`config.mk`:
```
export PLATFORM = sky130hd
export DESIGN_NAME = mact_fifo
export DESIGN_NICKNAME = d
export VERILOG_FILES = /design/src/rtl/mact_pkg.sv /design/src/rtl/mact_fifo.sv
export SDC_FILE = /design/constraint.sdc
export NUM_CORES = 1
export LEC_CHECK = 0
export BUFFER_PORTS_ARGS = -buffer_cell sky130_fd_sc_hd__buf_4
export CORE_ASPECT_RATIO = 1.25
export CORE_UTILIZATION = 56
export DETAILED_ROUTE_END_ITERATION = 12
export PLACE_DENSITY = 0.82
export SETUP_SLACK_MARGIN = 0.3
export SYNTH_ARGS = -nofsm -noshare
export SYNTH_HDL_FRONTEND = slang
export SYNTH_SLANG_ARGS = --single-unit
```
`constraint.sdc`:
```
create_clock -name clk -period 21.4 [get_ports clk]
set_input_delay 4.28 -clock clk [delete_from_list [all_inputs] [get_ports clk]]
set_output_delay 4.28 -clock clk [all_outputs]
set_load 0.01 [all_outputs]
```
`src/rtl/mact_pkg.sv`:
```
// ----------------------------------------------------------------------------
// mact_pkg
// shared types and constants for the moving average crossover block
// ----------------------------------------------------------------------------
package mact_pkg;

  localparam int HistDepth = 20;
  localparam int HistW = $clog2(HistDepth);
  localparam logic [4:0] RunMax = 5'd31;
  localparam logic [47:0] EqOne = 48'h0001_0000_0000;
  localparam logic [47:0] EqMax = 48'hFFFF_FFFF_FFFF;

  // ceil(2^37 / 5), exact floor(x / 5) for x below 2^35
  localparam logic [34:0] Recip5 = 35'd27487790695;

  localparam logic [1:0] RegBuy = 2'd0;
  localparam logic [1:0] RegSell = 2'd1;
  localparam logic [1:0] RegRise = 2'd2;

  localparam logic [2:0] EvNone = 3'd0;
  localparam logic [2:0] EvBuy = 3'd1;
  localparam logic [2:0] EvSell = 3'd2;
  localparam logic [2:0] EvForced = 3'd3;
  localparam logic [2:0] EvBuyForced = 3'd4;

  // classified bar passed from front to back
  typedef struct packed {
    logic [31:0] close;
    logic        enable;
    logic        final_b;
    logic [34:0] s5;
    logic [35:0] s10;
    logic [36:0] s20;
    logic        v5;
    logic        v10;
    logic        v20;
    logic        below;
    logic        rising;
    logic        rise_ok;
    logic [4:0]  run_before;
  } bar_t;

  typedef struct packed {
    logic [31:0] avg_five;
    logic        avg_five_valid;
    logic [31:0] avg_ten;
    logic        avg_ten_valid;
    logic [31:0] avg_twenty;
    logic        avg_twenty_valid;
    logic [2:0]  trade_event;
    logic [15:0] trades_done;
    logic [47:0] equity_value;
    logic        holding;
  } res_t;

endpackage

```
`src/rtl/mact_fifo.sv`:
```
// ----------------------------------------------------------------------------
// mact_fifo
// two entry queue of classified bars between front and back
// ----------------------------------------------------------------------------
module mact_fifo import mact_pkg::*; (
  input  logic clk,
  input  logic rst_n,
  input  logic wr_valid,
  output logic wr_ready,
  input  bar_t wr_data,
  output logic rd_valid,
  input  logic rd_ready,
  output bar_t rd_data
);

  bar_t mem_r [2];
  logic wp_r, rp_r;
  logic [1:0] cnt_r;

  assign wr_ready = cnt_r != 2'd2;
  assign rd_valid = cnt_r != 2'd0;
  assign rd_data = mem_r[rp_r];

  always_ff @(posedge clk) begin
    if (!rst_n) begin
      wp_r <= 1'b0;
      rp_r <= 1'b0;
      cnt_r <= '0;
    end else begin
      if (wr_valid && wr_ready) begin
        mem_r[wp_r] <= wr_data;
        wp_r <= ~wp_r;
      end
      if (rd_valid && rd_ready) rp_r <= ~rp_r;
      cnt_r <= cnt_r + 2'(wr_valid && wr_ready) - 2'(rd_valid && rd_ready);
    end
  end

`ifndef SYNTHESIS
  a_no_over: assert property (@(posedge clk) disable iff (!rst_n)
    cnt_r == 2'd2 |-> !wr_ready) else $error("queue overflow");
  a_cnt_ok: assert property (@(posedge clk) disable iff (!rst_n)
    cnt_r != 2'd3) else $error("queue count out of range");
  a_pop_dec: assert property (@(posedge clk) disable iff (!rst_n)
    (rd_valid && rd_ready && !wr_valid) |=> cnt_r == $past(cnt_r) - 2'd1)
    else $error("queue pop lost");
`endif

endmodule

```
---- Yosys cells after proc, flatten, opt, wreduce, memory -nomap -nowiden ----
Memory sizes are Yosys's and may differ from the RTL's. A register that Yosys moved wholly into a read port is not among the register bits.
Index checks and enable logic that the tools add are counted.
cells by class
  equal/unequal tests ..................... 1
  bitwise logic cells ..................... 2
  add/subtract/negate cells ............... 2
  multiplexer cells ....................... 5
  reductions and logical operators ........ 3
operators by type and width
  cell                                  number
  2-to-1 mux 1 bit                      5
  adder 2 x 1 -> 2 bit                  1
  logical AND 1 bit                     2
  != test 2 bit, second input constant  1
  inverter 1 bit                        2
  nonzero test 2 bit                    1
  subtractor 2 x 1 -> 2 bit             1
word-level totals
  bits of input ports ..................... 157
  register bits after elaboration ......... 4
  word-level logic and storage cells ...... 17
  output and inout port bits .............. 155
  memory bits (writable) .................. 306
  memories kept ........................... 1
memories
  memory  words  width  read ports  clocked after Yosys merged registers in  write ports  line             RTL
  mem_r   2      153    1           1                                        1            mact_fifo.sv:16  bar_t mem_r [2];

---- Longest topological paths before layout ----
  depth after elaboration ................. 5
  mapped depth ............................ 9
  gate-level depth less buffers ........... 9

---- Worst setup path before layout ----
Ideal clock, no wire load.
  path kind ............................... input to register
  start ................................... input port rst_n
  end ..................................... memory mem_r[0][0] (netlist bit), enable pin
  path slack .............................. 10008 ps
  data arrival time ....................... 10725 ps
  library setup time ...................... 667 ps
  data required time ...................... 20733 ps
  buffers on the path ..................... 0
  cell stages on the path ................. 2
  cells stage by stage .................... nand3_1 > nor2_1
on the way
  longest elaborated chain between the ends .. 2
ends and longest elaborated chain
  item                                    line             RTL
  start: declaration                      mact_fifo.sv:7   input logic rst_n,
  2-to-1 mux 1 bit                        mact_fifo.sv:25  if (!rst_n) begin
  2-to-1 mux 1 bit (implied by the code)  mact_fifo.sv:31  mem_r[wp_r] <= wr_data;
  end: declaration                        mact_fifo.sv:16
Every way passes these cells.

==> results.txt <==
The number of antenna violations at the first check in global routing was 0; the number of warning messages in the yosys log was 0. Setup violations remaining at the end of the flow were counted as 0. The setup TNS after final layout was 0 ns; the wire length on met3 was 2070 um. The tools report the remaining global-route overflow as 0. The power per cell area came out at 107 mW/mm^2. The detailed router put a total of 8000 um of wire on met1.

The proportion of synthesized flip-flops having asynchronous set or reset was 0. Setup repair after global routing left no endpoint under its margin. The tools report the terminus of the critical flop-to-flop path as mem_r[1][4]. The average routed wire per standard cell was 20.1 um; the half-perimeter wire length after placement was 14800 um. The repair_antennas step left the layout with diodes totalling 0. The level count of the clock H-tree is 1, and the wire length of the first global-routing pass is 32800 um. In this run the static leakage power is 5.68 nW.

The arithmetic-cell share of the synthesized area counting full adders, half adders and majority gates is 0.00217, and the vertical die dimension is 163 um. edfxtp_1 takes more of the synthesized area than any other cell. Simple-gate share of the synthesized area: 0.00542.

Remaining antenna violation count: 0. In this run, distinct cell masters in the synthesized netlist total 19. The logs give 0 for the max-slew violation count and 0.0212 mm^2 for the total die area.

In this run the clock root is driven by a clkbuf_16. Count of buffers inserted at the top-level ports: 311. The critical path ends at rd_data[27]. After detailed routing, the number of vias per cell comes to 5.23. The final period utilization is 0.332. The worst setup path is captured at an output port.

The logs give 58 for the number of placement rows and 141 MHz for the top achievable clock speed. The shortest period the worst path allows came out at 7.11 ns. TritonCTS built the clock tree. The worst setup path is launched from a register.

The most used flip-flop cell after synthesis is edfxtp_1. The top cell type's share of synthesized area is 0.795. The worst slew margin relative to its limit is 0.188. For the total number of vias, the log shows 5865. Summed over all nets, wire length on met2 after detailed routing comes to 12100 um. The setup fix buffers added after clock tree synthesis is 0. After synthesis, the largest family of logic cells by area is multiplexers.

For the final hold violation count, the log shows 0. Across the VDD grid, the largest voltage drop is 0.0000796 V. STA puts the critical path data required time at 17.12 ns. The library cells used most frequently in the layout, excluding fill and tap cells, are buf_4 (316), edfxtp_1 (306), mux2_2 (83). The multiplexer area fraction after synthesis was 0.172; the share of the synthesized area in compound gates (AO/OA/AOI/OAI) was 0.00119.

Pin placement for this block handled 312 I/O pins. Total power for the finished layout comes to 1.61 mW. The count of unresolved DRC violations after routing was 0; the cell count after placement was 1070.

The first detailed-routing pass ran for 5 iterations. The run gives 0.207 as the global-route total usage across every layer. On the critical path, the stage with the largest delay is an instance of buf_4.

The logic depth of the worst register-to-register path was 4; the xor/xnor cell area share of the yosys netlist was 0.00227. The worst register-to-register path begins at cnt_r[0]. The count of hold buffers inserted by post-cts repair was 0; the number of enable flip-flop cells after synthesis was 306.

The worst hold path belongs to the class reg -> reg. The post-synthesis instance area was 0.0116 mm^2. The total clock buffers created by CTS is 29, and the largest net degree at the start of global routing is 78. Summed over all layers, the routed wires come to 22600 um. The average instance in the mapped netlist occupies 23.1 um^2. Counting every instance in the synthesized netlist gives 501. The highest metal layer carrying signal wires in the routed design is met4. The placeable core area is 0.0202 mm^2. The signal on the critical path passes through buf_4 -> mux2_2 -> buf_4. Of all nets on the critical path, the largest fanout is 73.

The post-synthesis to final-layout area growth was 30.1%. Counting flops and latches in the post-synthesis netlist gives 311. The weighted congestion reported at the end of routability-driven placement was 0.749; the worst-case hold slack was 0.586 ns. In this run the deepest clock path goes through 3 buffers.

The number of buffers and inverters on the critical path is 2. At the pin with the least slew margin, the transition time is 1.22 ns. The number of global-route vias before repair is 6220. Clock-pin slew was measured on the worst setup and hold paths at 0.06 ns.

The first routing iteration left 362 violations. In this design, the critical path's most frequently occurring cell is buf_4. Delay of the slowest cell on the worst path: 0.94 ns. The run gives 990 as the number of nets at the end of the flow. Horizontal extent of the die: 130 um.

In this run the number of cells on the critical path is 3. The finished layout holds 1121 standard cells, fillers aside. The number of gates resized after CTS was 0.

Sequential-to-total area share from yosys stat: 0.804. Ranked by total cell area, the synthesized netlist is headed by edfxtp_1 (80%), mux2_4 (9.1%), mux2_2 (8.1%). Among cell families on the critical path, the largest total delay comes from buffers and inverters.

The share of cells above drive strength 1 is 0.602, and the post-synthesis net count is 660. By startpoint and endpoint, the worst setup path is classified as reg -> out. The initial standard-cell utilization of the core came out at 0.573. The flow ran to the end, and the final reports show no timing, DRC or antenna violations. The run gives 0.52 ns as the insertion delay of the later-clocked pin in the worst-skew pair. STA puts the critical path data arrival time at 2.83 ns.

The clock arrives with 0.00802 ns of skew. The setup check on the worst reg-to-reg path leaves a slack of 18.33 ns. Leaving out fill and tap cells, the most frequent cell in the layout is buf_4.

The tree built by TritonCTS fans out to 311 sinks. The reported max-cap violation count came out at 0.
==> sequential cells by signal, indices dropped and copies added (netlist names), named ones only <==
signal / cells
wp_r: 1
rp_r: 1
cnt_r: 2
mem_r: 306
==> Yosys cell counts, types with 2 or more instances <==
cell type and number:
mux2_2 83, and2_1 3, nor2b_1 2, dfxtp_1 5
mux2_4 70, edfxtp_1 306, inv_1 2, buf_6 9
buf_2 8, xnor2_1 3, ha_1 2
==> how the worst min path moves through the flow <==
stage | from | endpoint | slack [ns] | cells past startpoint
final | wp_r | wp_r | 0.59 | 2
after global routing | wp_r | wp_r | 0.63 | 2
after CTS | wp_r | wp_r | 0.59 | 2
after detailed placement | wp_r | wp_r | 0.56 | 2
after global placement | wp_r | wp_r | 0.53 | 2
after floorplan | wp_r | wp_r | 0.47 | 1
==> layer usage <==
| layer | up-vias | track usage |
|---|---|---|
| li1 | 2642 | - |
| met1 | 2924 | 0.240 |
| met2 | 268 | 0.373 |
| met3 | 31 | 0.0598 |
| met4 | 0 | 0.0517 |
| met5 | - | 0 |
==> stage by stage <==
stage	setup WS (ns)	instance area (um^2)	util
after floorplan	10.01	11600	-
after global placement	14.63	14100	0.701
after detailed placement	14.53	14100	0.701
after CTS	14.29	15000	0.745
after global routing	14.17	15000	0.745
final	14.29	15000	0.745
==> layout make-up <==
type | instances | area (um^2)
multi-input cells | 171 | 2130
clock buffers | 33 | 741
flip-flops and latches | 311 | 9290
well taps | 270 | 338
fillers | 1207 | 5140
inverters | 2 | 7.51
clock inverters | 18 | 155
repair buffers | 316 | 2370
==> worst min-delay path, stage by stage (launching register included) <==
cell and delay [ns]:
dfxtp_1 0.36, nand2_1 0.09, o22ai_1 0.07
==> logic make-up after synthesis <==
| logic type | Yosys count |
|---|---|
| muxes | 153 |
| xor gates and xnor gates | 3 |
| buffers and inverters | 19 |
| and+or+nand+nor | 11 |
| AOI/OAI and AO/OA | 2 |
| DFF | 311 |
| adders and majority gates | 2 |
==> report_power, final <==
group          switching [mW]  internal, mW  total [mW]
sequential             0.0207         0.724       0.744
clock                   0.202         0.282       0.484
combinational           0.170         0.213       0.383
Note: power is estimated with default switching activity, not from simulation.
