--- src/rtl/mact_pkg.sv ---
// ----------------------------------------------------------------------------
// mact_pkg
// shared types and constants for the moving average crossover block
// ----------------------------------------------------------------------------
package mact_pkg;

  localparam int HistDepth = 20;
  localparam int HistW = $clog2(HistDepth);
  localparam logic [4:0] RunMax = 5'd31;
  localparam logic [47:0] EqOne = 48'h0001_0000_0000;
  localparam logic [47:0] EqMax = 48'hFFFF_FFFF_FFFF;

  // ceil(2^37 / 5), exact floor(x / 5) for x below 2^35
  localparam logic [34:0] Recip5 = 35'd27487790695;

  localparam logic [1:0] RegBuy = 2'd0;
  localparam logic [1:0] RegSell = 2'd1;
  localparam logic [1:0] RegRise = 2'd2;

  localparam logic [2:0] EvNone = 3'd0;
  localparam logic [2:0] EvBuy = 3'd1;
  localparam logic [2:0] EvSell = 3'd2;
  localparam logic [2:0] EvForced = 3'd3;
  localparam logic [2:0] EvBuyForced = 3'd4;

  // classified bar passed from front to back
  typedef struct packed {
    logic [31:0] close;
    logic        enable;
    logic        final_b;
    logic [34:0] s5;
    logic [35:0] s10;
    logic [36:0] s20;
    logic        v5;
    logic        v10;
    logic        v20;
    logic        below;
    logic        rising;
    logic        rise_ok;
    logic [4:0]  run_before;
  } bar_t;

  typedef struct packed {
    logic [31:0] avg_five;
    logic        avg_five_valid;
    logic [31:0] avg_ten;
    logic        avg_ten_valid;
    logic [31:0] avg_twenty;
    logic        avg_twenty_valid;
    logic [2:0]  trade_event;
    logic [15:0] trades_done;
    logic [47:0] equity_value;
    logic        holding;
  } res_t;

endpackage

--- src/rtl/mact_front.sv ---
// ----------------------------------------------------------------------------
// mact_front
// close history, window sums and bar classification, one step per cycle unless waiting on the queue
// ----------------------------------------------------------------------------
module mact_front import mact_pkg::*; (
  input  logic        clk,
  input  logic        rst_n,
  input  logic        in_valid,
  output logic        in_ready,
  input  logic [31:0] close_price,
  input  logic        trade_enable,
  input  logic        final_bar,
  input  logic [13:0] max_rise,
  output logic        bar_valid,
  input  logic        bar_ready,
  output bar_t        bar
);

  typedef enum logic [3:0] {
    F_IDLE = 4'b0001,
    F_SUM  = 4'b0010,
    F_CLS  = 4'b0100,
    F_OUT  = 4'b1000
  } fst_t;

  fst_t st_r, st_nxt;
  logic [31:0] hist_r [HistDepth];
  logic [4:0]  bars_r;
  logic [4:0]  run_r;
  logic [34:0] prev_s5_r;
  logic [HistW-1:0] idx_r;
  logic [36:0] acc_r;
  logic [34:0] s5_r;
  logic [35:0] s10_r;
  logic [31:0] close_r, prev_close_r;
  logic        en_r, fin_r;
  logic [4:0]  before_r;
  bar_t        bar_r;

  // rise test operands, registered after multiply
  logic [45:0] lhs_r;
  logic [46:0] rhs_r;

  assign in_ready = (st_r == F_IDLE);
  assign bar_valid = (st_r == F_OUT);
  assign bar = bar_r;

  always_comb begin
    st_nxt = st_r;
    unique case (st_r)
      F_IDLE: if (in_valid) st_nxt = F_SUM;
      F_SUM:  if (idx_r == HistW'(HistDepth - 1)) st_nxt = F_CLS;
      F_CLS:  st_nxt = F_OUT;
      F_OUT:  if (bar_ready) st_nxt = F_IDLE;
      default: st_nxt = F_IDLE;
    endcase
  end

  logic [36:0] acc_nxt;
  logic [34:0] c5;
  assign acc_nxt = acc_r + 37'(hist_r[idx_r]);
  assign c5 = 35'(close_r) * 35'd5;

  always_ff @(posedge clk) begin
    if (!rst_n) begin
      st_r <= F_IDLE;
      bars_r <= '0;
      run_r <= '0;
      prev_s5_r <= '0;
      for (int i = 0; i < HistDepth; i++) hist_r[i] <= '0;
    end else begin
      st_r <= st_nxt;
      unique case (st_r)
        F_IDLE: if (in_valid) begin
          for (int i = HistDepth - 1; i > 0; i--) hist_r[i] <= hist_r[i-1];
          hist_r[0] <= close_price;
          prev_close_r <= hist_r[0];
          close_r <= close_price;
          en_r <= trade_enable;
          fin_r <= final_bar;
          before_r <= bars_r;
          if (bars_r != RunMax) bars_r <= bars_r + 5'd1;
          idx_r <= '0;
          acc_r <= '0;
        end
        F_SUM: begin
          acc_r <= acc_nxt;
          idx_r <= idx_r + HistW'(1);
          if (idx_r == HistW'(4)) s5_r <= acc_nxt[34:0];
          if (idx_r == HistW'(9)) s10_r <= acc_nxt[35:0];
          lhs_r <= 46'(close_r) * 46'd10000;
          rhs_r <= 47'(15'd10000 + 15'(max_rise)) * 47'(prev_close_r);
        end
        F_CLS: begin
          bar_r.close <= close_r;
          bar_r.enable <= en_r;
          bar_r.final_b <= fin_r;
          bar_r.s5 <= s5_r;
          bar_r.s10 <= s10_r;
          bar_r.s20 <= acc_r;
          bar_r.v5 <= bars_r >= 5'd5;
          bar_r.v10 <= bars_r >= 5'd10;
          bar_r.v20 <= bars_r >= 5'd20;
          bar_r.below <= (bars_r >= 5'd5) && (c5 < s5_r);
          bar_r.rising <= (before_r >= 5'd5) && (s5_r > prev_s5_r);
          bar_r.rise_ok <= (prev_close_r != '0) && (47'(lhs_r) <= rhs_r);
          bar_r.run_before <= run_r;
          if (fin_r) begin
            for (int i = 0; i < HistDepth; i++) hist_r[i] <= '0;
            bars_r <= '0;
            run_r <= '0;
            prev_s5_r <= '0;
          end else begin
            prev_s5_r <= s5_r;
            if ((bars_r >= 5'd5) && (c5 < s5_r))
              run_r <= (run_r != RunMax) ? run_r + 5'd1 : RunMax;
            else
              run_r <= '0;
          end
        end
        default: ;
      endcase
    end
  end

endmodule

--- config.mk ---
export PLATFORM = sky130hd
export DESIGN_NAME = mact_front
export DESIGN_NICKNAME = d
export VERILOG_FILES = /design/src/rtl/mact_pkg.sv /design/src/rtl/mact_front.sv
export SDC_FILE = /design/constraint.sdc
export NUM_CORES = 2
export LEC_CHECK = 0
export BUFFER_PORTS_ARGS = -buffer_cell sky130_fd_sc_hd__clkbuf_2
export CAP_MARGIN = 20
export CORE_MARGIN = 10
export CORE_UTILIZATION = 35
export DETAILED_ROUTE_END_ITERATION = 8
export SYNTH_ARGS = -nofsm -noshare
export SYNTH_HDL_FRONTEND = slang
export SYNTH_SLANG_ARGS = --single-unit
--- constraint.sdc ---
create_clock -name clk -period 20.2 [get_ports clk]
set_clock_uncertainty 0.15 [all_clocks]
set_input_delay 1.01 -clock clk [delete_from_list [all_inputs] [get_ports clk]]
set_output_delay 1.01 -clock clk [all_outputs]
set_load 0.005 [all_outputs]
* Word-level counts from Yosys, hierarchy flattened
Memories as Yosys holds them, arrays and structs flattened. A register that Yosys moved wholly into a read port is not among the register bits. Index checks and enable logic that the tools add are counted.
Storage, ports and cells: memory bits (writable) 640, input port bits 52, memories kept 1, register bits after elaboration 475, logic and storage cells 178, output and inout bits 155
Cells by class: muxes and demuxes 66, add/subtract/negate cells 5, reductions and logical operators 14, equality and inequality tests 14, bitwise operators 40, magnitude comparators 7, multipliers 3
Memories:
- hist_r | words 20, width 32, rd ports 20, clocked after Yosys merged registers in 1, write ports 20, line mact_front.sv:27 | logic [31:0] hist_r [HistDepth];
Operators with widths (number):
- $mux W32 | 40
- $pmux W37 S2 | 1
- $le A46 B47 Y1 | 1
- $mul A15 B32 Y47 | 1
- $mul A32 B10 Y42 const B | 1
- $mux W5 | 8
- $or A1 B1 Y1 | 40
- $add A37 B32 Y37 | 1
- $mux W37 | 1
- $gt A35 B35 Y1 | 1
- $lt A35 B35 Y1 | 1
- $mul A32 B3 Y35 const B | 1
- $mux W35 | 1
- $reduce_bool A32 Y1 | 1
- $pmux W5 S2 | 2
- $pmux W4 S4 | 1
- $add A14 B14 Y15 const A | 1
- $add A5 B1 Y5 const B | 3
- $reduce_and A3 Y1 | 5
- $mux W4 | 3
- $ge A5 B3 Y1 const B | 2
- $ne A5 B5 Y1 const B | 2
- $mux W1 | 9
- $ne A2 B2 Y1 const B | 3
- other kinds (14) | 19

* Longest topological paths before layout
depth in word-level cells 6, mapped depth 29, mapped depth without buffers 27

* Least setup slack after synthesis
No wires, ideal clock.
path type input -> register, start input rst_n, end memory hist_r[0][0], enable pin, buffers on the path 2, arrival 13.532 ns, cell stages on the path 3, required time 14.859 ns, setup time 5.191 ns, slack 1.328 ns, cells stage by stage clkbuf_1 clkbuf_1 nand3_1
RTL lines:
- start: declaration | line mact_front.sv:7 | input logic rst_n,
- end: declaration | line mact_front.sv:27

* Worst setup path after layout
start input max_rise[4], end register rhs_r[42] (data pin)
On the way: longest elaborated chain between the ends 2
Ends and longest elaborated chain:
- start: declaration | line mact_front.sv:13 | input logic [13:0] max_rise,
- $add A14 B14 Y15 | line mact_front.sv:92 | rhs_r <= 47'(15'd10000 + 15'(max_rise)) * 47'(prev_close_r);
- $mul A15 B32 Y47 | line mact_front.sv:92
- end signal: assignment | line mact_front.sv:92
- end: declaration | line mact_front.sv:42 | logic [46:0] rhs_r;
No other way between the ends. A chain may end at the register's enable or synchronous reset.

==> impl_results.md <==
* Xor and xnor fraction of the mapped netlist area at 1.787%
* Initial Util at 35.27%
* Share of synthesized area occupied by flip-flops and latches at 46.89%
* Hold depth at 0
* Height of the die at 469.0 microns
* Number of synthesized flops with an enable pin at 1066
* Wire length after detailed routing at 178.1 mm
* Mux share of post-synthesis cell area at 6.713%
* 1st-iter DRT viols at 3483
* Vias per std cell at 5.085
* Max-slew headroom at 3.581%
* Site Rows at 164
* Post-layout min period at slightly below 9 ns
* Vias in the first global route at 45160
* Floorplan die width at 469.0 microns
* Number of violations of the max-capacitance limit at 0
* Fraction of registers with async set/reset at 0%
* Design area at 78100 sq um
* Total setup buffers inserted after CTS at 0
* Worst setup SP type: input pin
* Fraction of layout cells with a size suffix above 1 at a little under an eighth
* Startpoint of the most critical hold path: s10_r[23]
* Leakage power figure at 32.11 nW
* Area grow syn2layout at 10.68%
* Most common library cell in the layout ignoring fill and taps: edfxtp_1
* Port Buf Inserts at 206
* Post-CTS Hold Fix Bufs at 0
* Startpoint of the lowest-slack register-to-register path: prev_close_r[8]
* Pwr Total at around 0.012 W
* Commonest register cell after synthesis: edfxtp_1
* First-pass GRT wire length at around 280 mm
* Count of state elements after synthesis at 1120
* Clock-pin transition on the worst setup and hold timing paths at roughly 0.060 ns
* Mapped cell area at 70570 sq um
* Boundary pin count at 207
* Most frequent cells in the layout: edfxtp_1 (1066), and2_1 (886), inv_1 (659), fa_1 (473), ha_1 (441)
* Die area at 220000 sq um
* Root Driver: clkbuf_16
* Number of levels in the clock H-tree at 3
* Count of final max-slew check failures at 0
* Critical path data required time at 20.48 ns
* CP endpoint kind: flip-flop
* Area of placed instances at 74520 sq um
* Util after Layout at 39.04%
* Number of cells on the worst reg-to-reg path at 19
* Number of fill cells at 18933
* Global router's overall resource usage at approximately 16%
* Share of Yosys cell area claimed by the top area cell type at 45.36%
* Post-synthesis compound-gate area fraction at 5.498%
* Post-Synthesis Net Count at 6539
* CTS-repair resized insts at 0
* Post-Syn Area per Cell at 12.66 sq um
* Worst-skew pair later-pin latency at 0.77 ns
* Result of the run: complete, no violations
* Endpoints failing hold at 0
* Dominant combinational cell family by area after synthesis: adder cells
* Post-route DRC at 0
* Final nets at roughly 6700
* Post-synthesis adder-cell area fraction at 21.24%
* Synthesized instance count at 5573
* Per-cell routed wire length at 21.07 microns
* Synth area leaders: edfxtp_1 (45%), fa_1 (13%), and2_1 (7.9%), ha_1 (7.8%), mux4_2 (6.1%)
* Worst Path Arrival at 9.02 ns
* Count of warnings emitted by yosys at 0
* Largest area contributor in the synthesized netlist: edfxtp_1
* Synth cell types at 80
* Routed vias at 42980
* Total overflow reported by the global router at 0
* Maximum clock path buffer count at 3
* Drt first pass iters at 5
* Largest net degree at the start of global routing at 349
* Type of the tightest min-delay check: reg -> reg
* Final period util at between 40 and 50%
* Simple-Gate Fraction of Synth Area at about an eighth
* Clock tree from TritonCTS: done
* Pin slew with the least headroom to its limit at 1.446 ns
* Critical path class: in -> reg
* Power density over cell area at 159.3 nW/um^2
* Unrepaired setup endpoints after global routing: no
* Core region area at 200100 sq um
* Peak supply drop at 0.3693 mV
* Antenna violations before repair at 21
* DRT antenna net count at 0
* Crit Path Max Fanout at 35
* Number of clock sinks at approximately 1100
* Total CTS buffers at 114
* Detailed Place HPWL at 126.4 mm
* Count of final setup violators at 0
* Slack of the worst reg-to-reg path at between 10 and 15 ns
* Final sum of negative setup slack at 0 ns
* Achievable Freq at 0.1145 GHz
* Worst R2R End: rhs_r[42]
* GPL Wtd Cong at 0.8727
* Destination of the worst hold path: bar[71]
## worst max-delay path, stage by stage
cell and delay (ns):
clkbuf_2 0.50, ha_1 0.49, nand3_1 0.15, or3b_1 0.37
or2_2 0.31, nand2_1 0.11, xnor2_2 0.11, buf_4 0.35
nand2_1 0.13, fa_1 0.55, fa_1 0.50, inv_1 0.05
fa_1 0.45, fa_1 0.41, fa_1 0.53, inv_1 0.05
fa_1 0.50, inv_1 0.05, ha_1 0.35, a21oi_1 0.27
o2111ai_1 0.18, a21oi_1 0.20, o21ai_0 0.10, a31oi_1 0.33
o21ai_1 0.20, a221oi_1 0.45, o21ai_1 0.12, xor2_1 0.15
## how the worst max path moves through the flow
stage          cells past startpoint         from      endpoint  slack (ns)
3_5_place_dp                      27  max_rise[4]     rhs_r[42]       10.79
2_1_floorplan                      3        rst_n  hist_r[0][0]        1.33
6_report                          28  max_rise[4]     rhs_r[42]       11.47
4_1_cts                           27  max_rise[4]     rhs_r[42]       11.53
3_3_place_gp                      28  max_rise[4]     rhs_r[42]       10.93
5_1_grt                           28  max_rise[4]     rhs_r[42]       11.04
## per-layer routing
layer / vias to the layer above / track usage (%) / share of wire (%)
met5: - / 0 / 0
met4: 0 / 6.243 / 3.8
met3: 256 / 2.324 / 5.3
met2: 1124 / 26.45 / 48
met1: 22143 / 21.63 / 43
li1: 19457 / - / -
## final cells by class
type	instances	area (sq um)	area share, %
repair buffers	258	1479	1.894
diodes	11	27.53	0.03524
flip-flops and latches	1120	33110	42.39
clock inverters	64	536.8	0.6873
multi-input cells	3538	34150	43.73
well taps	2656	3323	4.255
inverters	662	2492	3.191
clock buffers	144	2985	3.822
## flip-flops by register name (all words and copies together) (netlist names), 32 cells and up, named ones only
signal and count:
acc_r 37, bar 153, close_r 32, hist_r 640
lhs_r 42, prev_close_r 32, prev_s5_r 35, rhs_r 47
s10_r 36, s5_r 35
## stage by stage
step / hold WS, ns / instances / setup WS [ns]
finish: 0.2652 / 8453 / 11.47
global route: 0.2452 / 8451 / 11.04
CTS: 0.2187 / 8441 / 11.53
detailed placement: 0.2545 / 8233 / 10.79
global placement: 0.2528 / 8233 / 10.93
floorplan: 0.2503 / 5573 / 1.328
## cell usage after synthesis, types with 4 or more instances
| library cell | count |
|---|---|
| buf_2 | 5 |
| o31ai_1 | 11 |
| edfxtp_1 | 1066 |
| dfxtp_1 | 54 |
| a21oi_1 | 166 |
| nor3_1 | 21 |
| and2_1 | 886 |
| a41oi_1 | 9 |
| o21a_1 | 20 |
| o221ai_1 | 5 |
| a221oi_1 | 7 |
| nor2_1 | 111 |
| and4_1 | 6 |
| nand2b_1 | 44 |
| or3_1 | 40 |
| a21o_1 | 124 |
| a31o_2 | 4 |
| clkbuf_1 | 231 |
| xnor2_1 | 96 |
| or2_2 | 7 |
| o21bai_1 | 15 |
| o22ai_1 | 6 |
| o21ai_0 | 60 |
| nor2b_1 | 25 |
| mux4_2 | 192 |
| a21boi_0 | 36 |
| xor2_1 | 48 |
| o21ai_1 | 28 |
| buf_1 | 16 |
| and3_1 | 20 |
| mux2_2 | 34 |
| nand4_1 | 53 |
| a211oi_1 | 17 |
| inv_1 | 662 |
| nand3_1 | 46 |
| a21bo_2 | 4 |
| nand2_1 | 374 |
| nor4_1 | 18 |
| o211ai_1 | 6 |
| ha_1 | 441 |
| a31oi_1 | 22 |
| fa_1 | 473 |
## cells by family after synthesis
kind of cell             after synthesis
flip-flops                          1120
adder cells (fa/ha/maj)              914
XOR/XNOR                             144
multiplexers                         229
AND/OR/NAND/NOR                     1666
AO/OA/AOI/OAI                        585
buffers and inverters                915
## power by group
part	total (W)	leakage [nW]	internal (W)	switching, W
combinational	0.00720	19.2	0.00293	0.00428
clock	0.00201	1.70	0.00110	0.000914
sequential	0.00323	11.2	0.00309	0.000140
total	0.0124	32.1	0.00711	0.00533
No activity file was read; power rests on OpenSTA's default activity.
